`src/sv/psg_pkg.sv`:
```
// package: types and constants for the tone and noise sound generator
`timescale 1ns / 1ps
`default_nettype none
package psg_pkg;

  typedef struct packed {
    logic       op;
    logic [7:0] data_byte;
  } psg_in_t;

  typedef struct packed {
    logic [7:0] sample;
    logic       last;
  } psg_out_t;

  localparam logic       OP_WRITE = 1'b0;
  localparam logic       OP_TICK  = 1'b1;
  localparam logic [1:0] CFG_SKIP   = 2'd0;
  localparam logic [1:0] CFG_SCALE  = 2'd1;
  localparam logic [1:0] CFG_NOISE  = 2'd2;
  localparam logic [1:0] CFG_MASTER = 2'd3;
  localparam logic [2:0] CODE_NOISE_CTL = 3'd6;
  localparam logic [2:0] CODE_NOISE_VOL = 3'd7;
  localparam logic [6:0] MAX_SAMPLES = 7'd64;
  localparam logic [19:0] SKIP_RESET = 20'd11610;

  // datapath commands
  typedef struct packed {
    logic do_write;   // apply register byte
    logic do_tick;    // add cycles to accumulator
    logic do_advance; // draw one period, advance channels
  } psg_cmd_t;

  // datapath status
  typedef struct packed {
    logic can_draw;   // accumulator holds a full period and master volume nonzero
  } psg_sts_t;

endpackage
`default_nettype wire

```
`src/sv/psg_datapath.sv`:
```
// datapath: channel state, accumulator, channel advance and mixer
`timescale 1ns / 1ps
`default_nettype none
module psg_datapath import psg_pkg::*; (
  input  wire logic        clk,
  input  wire logic        rst_n,
  input  wire psg_cmd_t    cmd,
  output psg_sts_t         sts,
  input  wire logic [7:0]  data_byte,
  input  wire logic [19:0] skip_cycles,
  input  wire logic [6:0]  tone_scale,
  input  wire logic [13:0] noise_base_period,
  input  wire logic [7:0]  master_volume,
  output logic [7:0]       sample
);

  logic [31:0] acc_r, acc_nxt;
  logic [15:0] hp_r [3];
  logic [31:0] ph_r [4];
  logic [3:0]  lvl_r, lvl_nxt;
  logic [3:0]  vol_r [4];
  logic [1:0]  rate_r;
  logic        white_r;
  logic [7:0]  latch_r;
  logic [14:0] lfsr_r, lfsr_nxt;
  logic [31:0] ph_nxt [4];
  logic [15:0] hp_nxt [3];
  logic [3:0]  vol_nxt [4];
  logic [1:0]  rate_nxt;
  logic        white_nxt;
  logic [7:0]  latch_nxt;

  function automatic logic [31:0] sat32(input logic [31:0] a, input logic [31:0] b);
    logic [32:0] s;
    s = {1'b0, a} + {1'b0, b};
    return s[32] ? 32'hFFFF_FFFF : s[31:0];
  endfunction

  logic [9:0]  raw;
  logic [16:0] prod;
  logic [19:0] nper;
  logic [23:0] nper_x;
  logic [39:0] nper_sh;
  logic [32:0] acc_sum;
  logic [9:0]  mix;
  logic [7:0]  mixc;
  logic [15:0] scaled;
  logic [1:0]  sel;

  assign sts.can_draw = (master_volume != 8'd0) && (acc_r >= {12'd0, skip_cycles});

  always_comb begin
    acc_nxt = acc_r;
    lvl_nxt = lvl_r;
    lfsr_nxt = lfsr_r;
    rate_nxt = rate_r;
    white_nxt = white_r;
    latch_nxt = latch_r;
    for (int i = 0; i < 4; i++) begin
      ph_nxt[i] = ph_r[i];
      vol_nxt[i] = vol_r[i];
    end
    for (int i = 0; i < 3; i++) hp_nxt[i] = hp_r[i];
    raw = {data_byte[5:0], latch_r[3:0]};
    prod = raw * tone_scale;
    sel = latch_r[6:5];
    acc_sum = {1'b0, acc_r} + {17'd0, data_byte, 8'd0};
    case (rate_r)
      2'd0:    nper = {6'd0, noise_base_period};
      2'd1:    nper = {5'd0, noise_base_period, 1'b0};
      2'd2:    nper = {4'd0, noise_base_period, 2'b0};
      default: nper = {4'd0, hp_r[0]};
    endcase
    nper_x = (!white_r && lvl_r[3]) ? ({4'd0, nper} * 24'd10) : {4'd0, nper};
    nper_sh = {8'd0, nper_x, 8'd0};
    if (cmd.do_write) begin
      if (data_byte[7]) begin
        case (data_byte[6:4])
          3'd0, 3'd2, 3'd4: latch_nxt = data_byte;
          3'd1: vol_nxt[2] = 4'd15 - data_byte[3:0];
          3'd3: vol_nxt[1] = 4'd15 - data_byte[3:0];
          3'd5: vol_nxt[0] = 4'd15 - data_byte[3:0];
          CODE_NOISE_CTL: begin
            rate_nxt = data_byte[1:0];
            white_nxt = data_byte[2];
          end
          default: vol_nxt[3] = 4'd15 - data_byte[3:0];
        endcase
      end else if (latch_r != 8'd0 && sel != 2'd3) begin
        hp_nxt[2'd2 - sel] = prod[16] ? 16'hFFFF : prod[15:0];
      end
    end
    if (cmd.do_tick) acc_nxt = acc_sum[32] ? 32'hFFFF_FFFF : acc_sum[31:0];
    if (cmd.do_advance) begin
      acc_nxt = acc_r - {12'd0, skip_cycles};
      for (int i = 0; i < 3; i++) begin
        ph_nxt[i] = sat32(ph_r[i], {12'd0, skip_cycles});
        if ({8'd0, ph_nxt[i]} > {8'd0, hp_r[i], 8'd0}) begin
          ph_nxt[i] = ph_nxt[i] - {8'd0, hp_r[i], 8'd0};
          lvl_nxt[i] = ~lvl_r[i];
        end
      end
      if (vol_r[3] != 4'd0) begin
        ph_nxt[3] = sat32(ph_r[3], {12'd0, skip_cycles});
        if ({8'd0, ph_nxt[3]} > nper_sh) begin
          ph_nxt[3] = ph_nxt[3] - nper_sh[31:0];
          if (white_r) begin
            lvl_nxt[3] = lfsr_r[0];
            lfsr_nxt = {lfsr_r[0] ^ lfsr_r[1], lfsr_r[14:1]};
          end else begin
            lvl_nxt[3] = ~lvl_r[3];
          end
        end
      end
    end
  end

  // mixer works on the freshly advanced levels registered below
  always_comb begin
    mix = 10'd128;
    for (int i = 0; i < 4; i++) begin
      if (lvl_r[i]) mix = mix + {6'd0, vol_r[i]};
      else          mix = mix - {6'd0, vol_r[i]};
    end
    mixc = (mix > 10'd255) ? 8'd255 : mix[7:0];
    scaled = mixc * master_volume;
  end
  assign sample = scaled[15:8];

  always_ff @(posedge clk) begin
    if (!rst_n) begin
      acc_r <= '0;
      lvl_r <= '0;
      lfsr_r <= 15'h4000;
      rate_r <= '0;
      white_r <= 1'b0;
      latch_r <= '0;
      for (int i = 0; i < 4; i++) begin
        ph_r[i] <= '0;
        vol_r[i] <= '0;
      end
      for (int i = 0; i < 3; i++) hp_r[i] <= {4'd0, SKIP_RESET[19:8]};
    end else begin
      acc_r <= acc_nxt;
      lvl_r <= lvl_nxt;
      lfsr_r <= lfsr_nxt;
      rate_r <= rate_nxt;
      white_r <= white_nxt;
      latch_r <= latch_nxt;
      for (int i = 0; i < 4; i++) begin
        ph_r[i] <= ph_nxt[i];
        vol_r[i] <= vol_nxt[i];
      end
      for (int i = 0; i < 3; i++) hp_r[i] <= hp_nxt[i];
    end
  end

endmodule
`default_nettype wire

```
`src/sv/psg_ctrl.sv`:
```
// controller: request sequencing and sample output register
`timescale 1ns / 1ps
`default_nettype none
module psg_ctrl import psg_pkg::*; (
  input  wire logic     clk,
  input  wire logic     rst_n,
  input  wire logic     in_valid,
  output logic          in_stall,
  input  wire psg_in_t  in_data,
  output logic          out_valid,
  input  wire logic     out_stall,
  output psg_out_t      out_data,
  output psg_cmd_t      cmd,
  input  wire psg_sts_t sts,
  input  wire logic [7:0] sample
);

  typedef enum logic [2:0] {
    S_IDLE = 3'b001,
    S_DRAW = 3'b010,
    S_EMIT = 3'b100
  } state_t;

  state_t      state_r, state_nxt;
  logic [6:0]  cnt_r, cnt_nxt;
  logic        ov_r, ov_nxt;
  psg_out_t    od_r, od_nxt;
  logic        in_acc;

  assign in_stall = (state_r != S_IDLE);
  assign in_acc = in_valid && !in_stall;
  assign out_valid = ov_r;
  assign out_data = od_r;

  always_comb begin
    state_nxt = state_r;
    cnt_nxt = cnt_r;
    ov_nxt = ov_r && out_stall;
    od_nxt = od_r;
    cmd = '0;
    case (state_r)
      S_IDLE: begin
        if (in_acc) begin
          if (in_data.op == OP_WRITE) cmd.do_write = 1'b1;
          else begin
            cmd.do_tick = 1'b1;
            cnt_nxt = '0;
            state_nxt = S_DRAW;
          end
        end
      end
      S_DRAW: begin
        if (sts.can_draw && cnt_r < MAX_SAMPLES) begin
          cmd.do_advance = 1'b1;
          cnt_nxt = cnt_r + 7'd1;
          state_nxt = S_EMIT;
        end else begin
          state_nxt = S_IDLE;
        end
      end
      S_EMIT: begin
        if (!ov_r || !out_stall) begin
          ov_nxt = 1'b1;
          od_nxt.sample = sample;
          od_nxt.last = !(sts.can_draw && cnt_r < MAX_SAMPLES);
          state_nxt = od_nxt.last ? S_IDLE : S_DRAW;
        end
      end
      default: state_nxt = S_IDLE;
    endcase
  end

  always_ff @(posedge clk) begin
    if (!rst_n) begin
      state_r <= S_IDLE;
      cnt_r <= '0;
      ov_r <= 1'b0;
    end else begin
      state_r <= state_nxt;
      cnt_r <= cnt_nxt;
      ov_r <= ov_nxt;
    end
    od_r <= od_nxt;
  end

  assert property (@(posedge clk) disable iff (!rst_n) cnt_r <= MAX_SAMPLES)
    else $error("sample count over limit");
  assert property (@(posedge clk) disable iff (!rst_n)
    cmd.do_advance |=> state_r == S_EMIT)
    else $error("advance not followed by emit");
  assert property (@(posedge clk) disable iff (!rst_n)
    (state_r == S_EMIT && !out_stall) |=> out_valid)
    else $error("emit lost");

endmodule
`default_nettype wire

```
`src/sv/psg_tone_noise_sound_generator.sv`:
```
// top level: tone and noise sound generator with configuration registers
// a register write is applied from idle; new requests stall until a tick ends
// each sample: advance in DRAW, then emit in EMIT, which waits while output stalls
// a tick with no sample goes from DRAW back to idle; up to 64 samples per tick
// samples come from the single channel-advance step of the datapath
// reset: synchronous active-low, restores register defaults and channel state
`timescale 1ns / 1ps
`default_nettype none
module psg_tone_noise_sound_generator import psg_pkg::*; (
  input  wire logic       clk,
  input  wire logic       rst_n,
  input  wire logic       in_valid,
  output logic            in_stall,
  input  wire psg_in_t    in_data,
  output logic            out_valid,
  input  wire logic       out_stall,
  output psg_out_t        out_data,
  input  wire logic       cfg_valid,
  output logic            cfg_ready,
  input  wire logic [1:0] cfg_index,
  input  wire logic [19:0] cfg_data
);

  logic [19:0] skip_r;
  logic [6:0]  scale_r;
  logic [13:0] noise_r;
  logic [7:0]  master_r;
  psg_cmd_t    cmd;
  psg_sts_t    sts;
  logic [7:0]  sample;

  assign cfg_ready = 1'b1;

  always_ff @(posedge clk) begin
    if (!rst_n) begin
      skip_r <= SKIP_RESET;
      scale_r <= 7'd8;
      noise_r <= 14'd100;
      master_r <= 8'd255;
    end else if (cfg_valid) begin
      case (cfg_index)
        CFG_SKIP:   skip_r <= cfg_data;
        CFG_SCALE:  scale_r <= cfg_data[6:0];
        CFG_NOISE:  noise_r <= cfg_data[13:0];
        CFG_MASTER: master_r <= cfg_data[7:0];
        default: ;
      endcase
    end
  end

  psg_ctrl u_ctrl (
    .clk, .rst_n, .in_valid, .in_stall, .in_data,
    .out_valid, .out_stall, .out_data, .cmd, .sts, .sample
  );

  psg_datapath u_dp (
    .clk, .rst_n, .cmd, .sts, .data_byte(in_data.data_byte),
    .skip_cycles(skip_r), .tone_scale(scale_r), .noise_base_period(noise_r),
    .master_volume(master_r), .sample
  );

endmodule
`default_nettype wire

```
`config.mk`:
```
export PLATFORM = sky130hd
export DESIGN_NAME = psg_tone_noise_sound_generator
export DESIGN_NICKNAME = d
export VERILOG_FILES = /design/src/sv/psg_pkg.sv /design/src/sv/psg_datapath.sv /design/src/sv/psg_ctrl.sv /design/src/sv/psg_tone_noise_sound_generator.sv
export SDC_FILE = /design/constraint.sdc
export NUM_CORES = 2
export LEC_CHECK = 0
export BUFFER_PORTS_ARGS = -buffer_cell sky130_fd_sc_hd__buf_2
export CAP_MARGIN = 15
export CORE_MARGIN = 1
export CORE_UTILIZATION = 55
export DETAILED_ROUTE_END_ITERATION = 10
export PLACE_DENSITY = 0.71
export SLEW_MARGIN = 40
export SYNTH_ARGS = -nofsm -noshare
export SYNTH_HDL_FRONTEND = slang
export SYNTH_SLANG_ARGS = --single-unit
```
`constraint.sdc`:
```
create_clock -name clk -period 11.6 [get_ports clk]
set_clock_uncertainty 0.05 [all_clocks]
set_input_delay 1.16 -clock clk [delete_from_list [all_inputs] [get_ports clk]]
set_output_delay 1.16 -clock clk [all_outputs]
set_load 0.1 [all_outputs]
```
# == After elaboration in Yosys (flattened, before gate mapping) ==
# Memories as Yosys holds them, arrays and structs flattened.
# Index checks and enable logic that the tools add are counted.
# Widths: inputs -> output; s select.
# op_classes
reduce_logical,37
mux,65
magnitude_cmp,9
bitwise,17
add_sub_neg,21
multipliers,3
eq_ne,20
# ops
cell,n
$mux 32,16
$mux 48,3
$add 32x20->33,4
$mux 128,1
$mux 16,7
$gt 32x24->1,3
$sub 32x24->32,3
$bwmux 48,1
$pmux 16 s3,1
$mux 10,4
$add 32x16->33,1
$demux 16 s2,1
$ge 32x20->1,1
$gt 32x32->1,1
$mux 4,8
$sub 32x20->32,1
$sub 32x32->32,1
$add 10x4->10,3
$sub 10x4->10,3
$mux 24,1
$mux 7,3
$mul 16x3->19 const B,1
$mul 10x7->17,1
$mul 8x8->16,1
40 further kinds,102
# word_totals
mem_bits_rw,192
mem_count,3
register_bits,131
output_inout_bits,12
# mem_list
memory,depth,width,rd,rd_clocked_by_memory_dff,write_ports,line,source
u_dp.ph_r,4,32,4,0,4,psg_datapath.sv:19,logic [31:0] ph_r [4];
u_dp.hp_r,3,16,3,0,3,psg_datapath.sv:18,logic [15:0] hp_r [3];
u_dp.vol_r,4,4,4,0,4,psg_datapath.sv:21,logic [3:0] vol_r [4];

# == Logic depth before layout (Yosys ltp) ==
# An unclocked memory read counts as a cell.
# depth
word_depth,12
depth_mapped,40
ltp_nobuf,39

# == By module ==
# Synthesis repeated with hierarchy kept, for this count alone.
# hier_totals
cells_unflattened,3805
hier_area_um2,30046.3
# by_module_without_submodules
module,n_inst,seq_area_each_um2,cells_each,area_each_um2
psg_datapath,1,5084.9,3530,27181.1
psg_tone_noise_sound_generator,1,980.9,202,2039.5
psg_ctrl,1,490.5,73,825.8

# == Worst setup path after synthesis ==
# Ideal clock, no wire load.
# synth_path
kind,reg2reg
from,memory u_dp.vol_r[0][0]
to,"register u_ctrl.od_r, in the netlist u_ctrl.out_data[7] (data pin)"
setup_time_ns,0.266
required_time_ns,11.284
period_less_slack_ns,8.847
stages_incl_launch_ff,38
n_path_buf,1
arrival_ns,8.531
path_slack_ns,2.753
path_cell_list,dfxtp_1 nor3_1 ha_1 mux2_2 ha_1 a21o_1 a31oi_1 xor2_1 ha_1 inv_1 o21bai_1 a21oi_1 o21bai_1 a21oi_1 xnor2_1 ha_1 a21o_1 a41oi_1 [... 2 more ...] or2_2 buf_2 nor2_1 and2b_1 fa_1 inv_1 fa_1 inv_1 fa_1 fa_1 ha_1 and3_1 and3_1 a21oi_1 o31ai_1 o41a_1 o41ai_1 xnor2_1
# synth_rtl
element,line,source
"start, declared",psg_datapath.sv:21,
"end signal, assigned",psg_ctrl.sv:83,od_r <= od_nxt;
"end, declared",psg_ctrl.sv:27,"psg_out_t od_r, od_nxt;"

==> reports/results.md <==
## Worst hold path
• end point of the worst hold path: u_dp.lfsr_r[8]
• cell depth of the worst hold path: 2
• Hold/Removal Path Class: reg -> reg
• Hold Startpoint: u_dp.lfsr_r[8]

## GRT
• vias in the first global route: 25500
• total overflow reported by the global router: 0
• first-pass GRT wire length: 135 mm
• maximum number of pins on one net before global-route repair: 163
• initial antenna violation count: 1
• GRT Overall Usage: 0.301

## Logic synthesis
• number of nets produced by synthesis: 4270
• share of the yosys chip area belonging to registers: 0.219
• post-synthesis cell type with the largest combined area: sky130_fd_sc_hd__dfxtp_1
• #FFs+latches synth: 323
• count of cell types in the netlist: 100
• Synth async-reset ratio: 0
• biggest area contributors in the synthesized netlist: sky130_fd_sc_hd__dfxtp_1, sky130_fd_sc_hd__ha_1, sky130_fd_sc_hd__fa_1
• Post-Synthesis Cell Area: 30000 um2
• portion of synthesized cell area occupied by the leading cell type: 0.210
• post-synthesis instance total: 3840
• Avg Synthesized Cell Area: 7.81 um2
• number of flops mapped to enable cells by yosys: 9
• total of warnings raised by yosys: 0
• commonest register cell after synthesis: sky130_fd_sc_hd__dfxtp_1

## Worst setup path
• CP Data Arrival Time: 9.98 ns
• register-to-register setup slack: 1.89 ns
• number of cells traversed by the worst register-to-register path: 34
• capturing point of the worst reg2reg path: u_ctrl.out_data[7]
• Critical Path Start Type: register
• Worst Setup End Kind: register
• maximum net fanout on the critical path: 10
• R2R Path Start: u_dp.vol_r[0][0]
• CP max stage delay: 0.50 ns
• CP max stage cell: sky130_fd_sc_hd__fa_1
• type of the setup path with the least slack: reg -> reg
• Top cell by count, worst path: sky130_fd_sc_hd__ha_1
• Req. time, crit path: 11.88 ns

## Die
• starting density of the core: 0.557
• num ports: 48
• standard-cell row count: 85
• overall die width: 235 um
• floorplan core area: 53800 um2
• die height: 235 um
• overall die area: 55400 um2

## Power
• leakage power summed over all cells: 14.1 nW
• ratio of total power to cell area: 209 nW/um2
• VDD IR-drop max: 552 uV

## Clock tree
• CTS Buffer Depth: 3
• number of buffers inserted by hold repair at cts: 0
• clock tree from TritonCTS: done
• insertion delay to the later sink of the worst-skew pair: 0.58 ns
• H-tree levels: 2
• cts bufs inserted: 40
• clk slew on worst S/H paths: 0.07 ns
• Sinks on Clock Net: 323
• cells resized by post-CTS repair: 0
• clock root buffer master: sky130_fd_sc_hd__clkbuf_16
• post-CTS setup buffer count: 0

## Timing
• Max Freq: 0.103 GHz
• sum of negative setup slack: 0 ns
• max-slew headroom at the worst pin: 0.440
• final cycle utilization of the critical path: 0.837
• crit path time final: 9.71 ns
• Hold Fails Final Rpt: 0
• Final Slew Violations: 0
• measured slew at the worst slew-check pin: 0.830 ns
• final setup violation count: 0
• unrepaired setup endpoints after global routing: no

## Detailed routing
• DRC errors left: 0
• routed vias: 27300
• first-pass iteration count of the detailed router: 5
• mean number of vias per cell: 6.06
• remaining antenna violation count after routing: 0
• total wirelength of the detailed-routed design: 84.6 mm
• mean routed wirelength per cell: 18.7 um
• number of violations reported at the end of detailed-routing iteration 0: 2053

## Placed design
• routability congestion estimate from global placement: 0.917
• IO Port Bufs: 46
• area of placed instances: 30700 um2
• DP Wirelength: 61.9 mm

## Layout
• ratio of cells with drive above 1 in the final layout: 0.0655
• signed area change from the synthesized netlist to the final layout: 6.92%
• final net count: 4215
• Post-Route Utilization: 0.596
• # diodes: 0
• post-layout instance area: 32100 um2

## Outcome
• outcome: finished clean

## Job
• count of max-cap constraint violations: 0

## cells by family after synthesis
family                     count (synthesis)  share of synthesized area
AOI/OAI and AO/OA                       1049                      0.228
xor gates and xnor gates                 219                     0.0644
adders and majority gates                394                      0.186
buffers and inverters                    420                     0.0550
DFF                                      323                      0.219
muxes                                     76                     0.0316
other                                      1                   0.000125
and+or+nand+nor                         1358                      0.216
## power breakdown
group	total, mW	internal [mW]	switching (mW)
logic	4.00	1.78	2.22
clock network	1.34	0.794	0.550
registers	1.37	1.31	0.0545
## worst max path at each step
stage	start	end	slack (ns)	cells past startpoint
6_report	u_dp.vol_r[0][0]	u_ctrl.out_data[7]	1.89	34
3_3_place_gp	u_dp.vol_r[0][0]	u_ctrl.out_data[7]	2.20	34
2_1_floorplan	u_dp.vol_r[0][0]	u_ctrl.out_data[7]	2.75	37
5_1_grt	u_dp.vol_r[0][0]	u_ctrl.out_data[7]	1.31	34
4_1_cts	u_dp.vol_r[0][0]	u_ctrl.out_data[7]	1.94	34
3_5_place_dp	u_dp.vol_r[0][0]	u_ctrl.out_data[7]	1.98	34
## worst max-delay path, delay by kind of cell, from the launching register on
kind	cells	cell delay, ns
adder cells (fa/ha/maj)	9	3.49
AO/OA/AOI/OAI	10	2.60
AND/OR/NAND/NOR	7	1.86
XOR/XNOR	5	0.75
flip-flops	1	0.34
multiplexers	1	0.26
buffers and inverters	2	0.10
## registers in the layout, indices dropped and copies added, names as in the netlist, 2 cells and up
name / cells
master_r: 8
u_dp.rate_r: 2
skip_r: 20
u_dp.ph_r: 128
u_dp.latch_r: 8
u_dp.hp_r: 48
scale_r: 7
u_dp.lfsr_r: 15
u_ctrl.state_r: 3
u_dp.vol_r: 16
u_dp.lvl_r: 4
u_ctrl.out_data: 9
u_dp.acc_r: 32
u_ctrl.cnt_r: 7
noise_r: 14
## cell usage in the layout (no fill, tap or decap), types with 19 or more instances in the layout
| cell type | n |
|---|---|
| sky130_fd_sc_hd__o21a_1 | 44 |
| sky130_fd_sc_hd__or2_2 | 19 |
| sky130_fd_sc_hd__mux2i_1 | 45 |
| sky130_fd_sc_hd__a21o_1 | 94 |
| sky130_fd_sc_hd__nor3_1 | 97 |
| sky130_fd_sc_hd__o211ai_1 | 41 |
| sky130_fd_sc_hd__nand2b_1 | 31 |
| sky130_fd_sc_hd__a311oi_1 | 26 |
| sky130_fd_sc_hd__and2_1 | 59 |
| sky130_fd_sc_hd__buf_2 | 45 |
| sky130_fd_sc_hd__nor2_1 | 373 |
| sky130_fd_sc_hd__and3_1 | 42 |
| sky130_fd_sc_hd__inv_1 | 249 |
| sky130_fd_sc_hd__clkbuf_16 | 41 |
| sky130_fd_sc_hd__dfxtp_1 | 313 |
| sky130_fd_sc_hd__buf_4 | 26 |
| sky130_fd_sc_hd__fa_1 | 88 |
| sky130_fd_sc_hd__o21bai_1 | 28 |
| sky130_fd_sc_hd__a211oi_1 | 87 |
| sky130_fd_sc_hd__nor2b_1 | 52 |
| sky130_fd_sc_hd__or3_1 | 26 |
| sky130_fd_sc_hd__xor2_1 | 95 |
| sky130_fd_sc_hd__nand4_1 | 40 |
| sky130_fd_sc_hd__a31oi_1 | 39 |
| sky130_fd_sc_hd__nand2_1 | 394 |
| sky130_fd_sc_hd__ha_1 | 306 |
| sky130_fd_sc_hd__xnor2_1 | 123 |
| sky130_fd_sc_hd__nand3_1 | 116 |
| sky130_fd_sc_hd__o21ai_0 | 212 |
| sky130_fd_sc_hd__a21oi_1 | 301 |
## final cells by class
| class | instances | area [um2] |
|---|---|---|
| fillers | 4979 | 21800 |
| clock inverters | 21 | 258 |
| repair buffers | 73 | 452 |
| flip-flops and latches | 323 | 6560 |
| multi-input cells | 3097 | 21900 |
| well taps | 696 | 871 |
| inverters | 250 | 943 |
| clock buffers | 51 | 1110 |
## layer usage
metal	wire length, um	vias up	GRT usage
met3	6060	148	0.0471
met2	36900	836	0.480
met1	38700	12800	0.410
met4	2840	0	0.110
li1	-	13600	-
met5	0	-	0
## synth_stat cells (95+ instances only)
| master | n |
|---|---|
| sky130_fd_sc_hd__clkbuf_1 | 136 |
| sky130_fd_sc_hd__nand3_1 | 116 |
| sky130_fd_sc_hd__nor2_1 | 375 |
| sky130_fd_sc_hd__a21o_1 | 95 |
| sky130_fd_sc_hd__ha_1 | 306 |
| sky130_fd_sc_hd__xor2_1 | 95 |
| sky130_fd_sc_hd__inv_1 | 249 |
| sky130_fd_sc_hd__xnor2_1 | 123 |
| sky130_fd_sc_hd__nand2_1 | 395 |
| sky130_fd_sc_hd__nor3_1 | 97 |
| sky130_fd_sc_hd__dfxtp_1 | 314 |
| sky130_fd_sc_hd__o21ai_0 | 212 |
| sky130_fd_sc_hd__a21oi_1 | 302 |
## metrics by stage
stage / instances / power (mW) / hold WS [ns] / setup slack (ns)
detailed placement: 4439 / 5.33 / 0.392 / 1.98
global placement: 4439 / 5.28 / 0.387 / 2.20
CTS: 4511 / 6.72 / 0.398 / 1.94
global route: 4511 / 7.34 / 0.424 / 1.31
finish: 4511 / 6.71 / 0.401 / 1.89
floorplan: 3840 / 4.63 / 0.376 / 2.75
Power figures use the tool's default switching activity.
